<file path="src/rtl/sic_pkg.sv">
// Shared types and constants of the segment intersection classifier.
package sic_pkg;

	localparam int CW  = 32;
	localparam int DW  = 33;
	localparam int PW  = 66;
	localparam int SW  = 68;
	localparam int PTW = 16;
	localparam int TLW = 40;
	localparam int KW  = 2;
	localparam int IXW = 1;

	localparam logic [KW-1:0] KIND_COIN = 2'd0;
	localparam logic [KW-1:0] KIND_HIT  = 2'd1;
	localparam logic [KW-1:0] KIND_MISS = 2'd2;

	localparam logic [IXW-1:0] CFG_POINT_TOL = 1'd0;
	localparam logic [IXW-1:0] CFG_PROD_TOL  = 1'd1;

	localparam logic [PTW-1:0] POINT_TOL_RST = 16'd7;
	localparam logic [TLW-1:0] PROD_TOL_RST  = 40'd429497;

	typedef struct packed {
		logic signed [CW-1:0] a1_x;
		logic signed [CW-1:0] a1_y;
		logic signed [CW-1:0] a2_x;
		logic signed [CW-1:0] a2_y;
		logic signed [CW-1:0] b1_x;
		logic signed [CW-1:0] b1_y;
		logic signed [CW-1:0] b2_x;
		logic signed [CW-1:0] b2_y;
	} seg_pair_t;

	typedef struct packed {
		logic [KW-1:0]        kind;
		logic signed [CW-1:0] cross_x;
		logic signed [CW-1:0] cross_y;
	} seg_result_t;

	typedef struct packed {
		logic [KW-1:0]        kind;
		logic [SW-1:0]        den;
		logic [SW-1:0]        tn;
		logic signed [CW-1:0] ax;
		logic signed [CW-1:0] ay;
		logic signed [DW-1:0] dx;
		logic signed [DW-1:0] dy;
	} work_t;

endpackage

</file>
<file path="src/rtl/sic_queue.sv">
// Short queue between the classifying front and the dividing back.
module sic_queue #(
	parameter int DEPTH = 2
) (
	input  logic           clk,
	input  logic           arst_n,
	input  logic           push_valid,
	output logic           push_ready,
	input  sic_pkg::work_t push_data,
	output logic           pop_valid,
	input  logic           pop_ready,
	output sic_pkg::work_t pop_data
);

	localparam int AW = (DEPTH > 1) ? $clog2(DEPTH) : 1;
	localparam int NW = $clog2(DEPTH + 1);

	sic_pkg::work_t mem_q [DEPTH];
	logic [AW-1:0]  wp_q, rp_q;
	logic [NW-1:0]  cnt_q;
	logic           push, pop;

	assign push_ready = cnt_q != NW'(DEPTH);
	assign pop_valid  = cnt_q != '0;
	assign pop_data   = mem_q[rp_q];
	assign push       = push_valid && push_ready;
	assign pop        = pop_valid && pop_ready;

	always_ff @(posedge clk or negedge arst_n) begin
		if (!arst_n) begin
			wp_q  <= '0;
			rp_q  <= '0;
			cnt_q <= '0;
		end else begin
			if (push) begin
				wp_q <= (wp_q == AW'(DEPTH - 1)) ? '0 : wp_q + 1'b1;
			end
			if (pop) begin
				rp_q <= (rp_q == AW'(DEPTH - 1)) ? '0 : rp_q + 1'b1;
			end
			if (push && !pop) begin
				cnt_q <= cnt_q + 1'b1;
			end else if (pop && !push) begin
				cnt_q <= cnt_q - 1'b1;
			end
		end
	end

	always_ff @(posedge clk) begin
		if (push) begin
			mem_q[wp_q] <= push_data;
		end
	end

`ifndef SYNTHESIS
	a_cnt_bound: assert property (@(posedge clk) disable iff (!arst_n)
		cnt_q <= NW'(DEPTH))
		else $error("queue count above depth");
	a_cnt_track: assert property (@(posedge clk) disable iff (!arst_n)
		push && !pop |=> cnt_q == $past(cnt_q) + 1'b1)
		else $error("queue count missed a push");
	a_ptr_eq: assert property (@(posedge clk) disable iff (!arst_n)
		cnt_q == '0 |-> wp_q == rp_q)
		else $error("queue pointers apart while empty");
`endif

endmodule

</file>
<file path="config.mk">
export PLATFORM = sky130hd
export DESIGN_NAME = sic_queue
export DESIGN_NICKNAME = d
export VERILOG_FILES = /design/src/rtl/sic_pkg.sv /design/src/rtl/sic_queue.sv
export SDC_FILE = /design/constraint.sdc
export NUM_CORES = 1
export LEC_CHECK = 0
export ABC_AREA = 1
export BUFFER_PORTS_ARGS = -buffer_cell sky130_fd_sc_hd__buf_2
export CAP_MARGIN = 0
export CORE_MARGIN = 5
export CORE_UTILIZATION = 45
export DETAILED_ROUTE_END_ITERATION = 16
export PLACE_DENSITY = 0.74
export REMOVE_ABC_BUFFERS = 1
export SLEW_MARGIN = 0
export SYNTH_ARGS = -nofsm -noshare
export SYNTH_HDL_FRONTEND = slang
export SYNTH_SLANG_ARGS = --single-unit
</file>
<file path="constraint.sdc">
create_clock -name clk -period 30.8 [get_ports clk]
set_input_delay 1.54 -clock clk [delete_from_list [all_inputs] [get_ports clk]]
set_output_delay 1.54 -clock clk [all_outputs]
set_load 0.01 [all_outputs]
</file>
==> qor.csv <==
stage,metric,value,unit
placement,Post-DP HPWL,31700,um
power_and_ir_drop,total power,2.41,mW
clocking,Worst-path clk slew,0.06,ns
clocking,Root Driver,clkbuf_16,
timing,RSZ-0062 raised after global routing,no,
clocking,H-tree depth,2,
run_status,outcome,"complete, no violations",
power_and_ir_drop,clock share of power,25.4,%
drt,TritonRoute pass-1 iters,7,
critical_path,CP max stage cell,buf_4,
critical_path,Crit path arrival time,3.55,ns
power_and_ir_drop,Comb power frac,31.1,%
critical_path,Worst R2R Start,cnt_q[0]$_DFFE_PN0P_,
critical_path,"Critical Path, Cell by Cell",inv_8 -> buf_4 -> nand2_1 -> nand2_1 -> buf_2,
critical_path,RR Endpoint,mem_q[0][254]$_DFFE_PP_,
drt,wire per inst,18.0,um
min_path,Worst Hold Depth,1,
timing,skew final,0.0137,ns
grt,Overflow after GRT,0,
timing,Slew headroom,23.3,%
critical_path,CP startpoint,rp_q$_DFFE_PN0P_,
synthesis,"FF+latch count, synth",540,
timing,Worst-Margin Slew,1.15,ns
min_path,HP Class,reg -> reg,
synthesis,"Seq/Total Area, Yosys",81.8,%
placement,GP Congestion,0.825,
synthesis,Synth area leaders,"edfxtp_1 81%, nand2_1 15%, buf_6 1.4%",
grt,GRT Resource Usage Total,18.3,%
critical_path,Top delay family on crit path,buffers and inverters,
grt,initial antenna violation count,16,
critical_path,Worst path most repeated cell,nand2_1,
drt,post-route ant nets,0,
clocking,CTS Hold Bufs,0,
synthesis,top cell type's share of synthesized area,81.3,%
timing,Final setup viols,0,
synthesis,YS warnings,0,
grt,largest net degree at the start of global routing,169,
drt,Avg Vias per Cell,4.79,
synthesis,Mapped Cells,1428,
clocking,Setup Buffers After CTS,0,
critical_path,critical path endpoint category,output pin,
drt,number of remaining DRC errors,0,
timing,FMAX,196,MHz
drt,Post-Route WL,47000,um
power_and_ir_drop,sequential share of power,43.6,%
power_and_ir_drop,Net Sw Power,0.828,mW
synthesis,Syn Area/Cell,13.9,um2
critical_path,Reg2Reg Setup Slack,27.04,ns
drt,routed vias,12500,
grt,number of global-route vias before repair,12400,
timing,Fin. Hold Viols,0,
power_and_ir_drop,switching part of the total,34.3,%
critical_path,WP buf/inv,3,
floorplanning,DIE HEIGHT,220,um
grt,first-pass GRT wire length,68100,um
critical_path,CP Data Required Time,29.26,ns
critical_path,worst-case reg-to-reg path depth,7,
placement,number of port buffers,541,
power_and_ir_drop,Pint,1.59,mW
synthesis,Synth area leader,edfxtp_1,
timing,fin crit period,5.09,ns
timing,count of pins over their slew limit,0,
timing,Final Cycle Share,16.5,%
clocking,Longest Clk Path Bufs,3,
clocking,CTS resizes,0,
synthesis,Yosys cell types,14,
floorplanning,row count,76,
critical_path,startpoint types,flop,
floorplanning,I/O pin total,542,
floorplanning,Die Area,0.0483,mm2
synthesis,post-synthesis cell area,0.0198,mm2
run,max-cap violations,0,
power_and_ir_drop,P_leak,10.6,nW
clocking,CTS tree,done,
min_path,Hold Startpoint,cnt_q[0]$_DFFE_PN0P_,
clocking,clk sinks,540,
floorplanning,Initial Utilization,45.8,%
drt,1st-iter DRT viols,934,
floorplanning,die width,220,um
power_and_ir_drop,Peak VDD IR,0.0000778,V
power_and_ir_drop,power per cell area,98.2,mW/mm2
min_path,Hold Path Sink,cnt_q[0]$_DFFE_PN0P_,
floorplanning,Core Area,0.0433,mm2
timing,Setup TNS,0,ns
finish,Area Overhead vs Synth,24.2,%
critical_path,CP peak stage delay,0.93,ns
finish,layout cells sized above 1,31.7,%
critical_path,crit-path max FO,168,
clocking,"Clk Latency, worst-skew pair",0.58,ns
finish,nets@finish,2250,
critical_path,crit path kind,reg -> out,
clocking,CTS buffer count,53,
per-layer routing:
layer	vias to the layer above	GRT usage [%]	part of all wire, %	wire (um)
li1	5945	-	-	-
met5	-	0	0.34	159
met2	458	31.6	51	24100
met3	108	5.88	8.8	4140
met1	5991	21.3	36	17000
met4	22	7.20	3.2	1510
power groups by stage:
stage | clock network (mW) | logic [mW] | registers (mW)
final | 0.612 | 0.750 | 1.05
after CTS | 0.628 | 0.764 | 1.05
after detailed placement | 0 | 0.761 | 1.07
after global placement | 0 | 0.750 | 1.06
after floorplan | 0 | 0.419 | 1.16
after global routing | 0.661 | 0.824 | 1.06
stage by stage:
| step | setup WS, ns | instances | hold slack (ns) | instance area (um2) | utilization, % |
|---|---|---|---|---|---|
| finish | 25.71 | 2613 | 0.506 | 24600 | 56.8 |
| global route | 25.37 | 2609 | 0.526 | 24600 | 56.8 |
| CTS | 25.58 | 2604 | 0.508 | 24600 | 56.8 |
| detailed placement | 25.96 | 2507 | 0.497 | 22900 | 52.9 |
| global placement | 26.01 | 2507 | 0.479 | 22900 | 52.9 |
| floorplan | 17.15 | 1369 | 0.462 | 19300 | - |
sequential cells by signal, summed over array words and instances (netlist names):
name   flops
mem_q    536
cnt_q      2
wp_q       1
rp_q       1
synth_stat cells:
library cell  instances
buf_2                30
dfrtp_1               4
nand2_1             814
inv_1                 6
xor2_1                1
buf_6                25
nor2_1                2
inv_4                 1
nand4_1               1
edfxtp_1            536
nand3_1               2
buf_4                 4
xnor2_1               1
ha_1                  1
area by class of cell:
cell class | count | area, um2
Sequential cell | 540 | 16200
Tap cell | 585 | 732
Antenna cell | 9 | 22.5
Clock buffer | 68 | 1470
Multi-Input combinational cell | 822 | 3120
Clock inverter | 29 | 203
Timing Repair Buffer | 553 | 2800
Inverter | 7 | 33.8
Fill cell | 3405 | 18700
cell usage in the layout, fill, tap and decap left out, drive strengths merged:
cell type / count
xnor2: 1
clkbuf: 68
nor2: 2
diode: 9
inv: 10
ha: 1
clkinvlp: 1
clkinv: 23
nand4: 1
edfxtp: 536
buf: 553
nand3: 2
nand2: 814
xor2: 1
bufinv: 2
dfrtp: 4
logic make-up after synthesis:
| kind of cell | synth area share, % |
|---|---|
| xor+xnor | 0.0885 |
| simple gates | 15.6 |
| fa+ha+maj | 0.0632 |
| flops | 81.8 |
| buf+inv | 2.48 |
worst register-to-register path: stages, from the launching register on:
cell     delay (ns)
dfrtp_1        0.38
inv_1          0.09
nand2_1        0.12
nand2_1        0.19
nor2_4         0.12
buf_4          0.66
buf_4          0.90
buf_4          0.87
worst max path at each step:
stage	end	slack [ns]	cells after the start
3_5_place_dp	mem_q[0][133]$_DFFE_PP_	25.96	6
3_3_place_gp	mem_q[0][195]$_DFFE_PP_	26.01	6
2_1_floorplan	mem_q[0][0]$_DFFE_PP_	17.15	2
5_1_grt	pop_data[261]	25.37	5
6_report	pop_data[261]	25.71	5
4_1_cts	pop_data[261]	25.58	5
(Power assumes the default switching activity.)
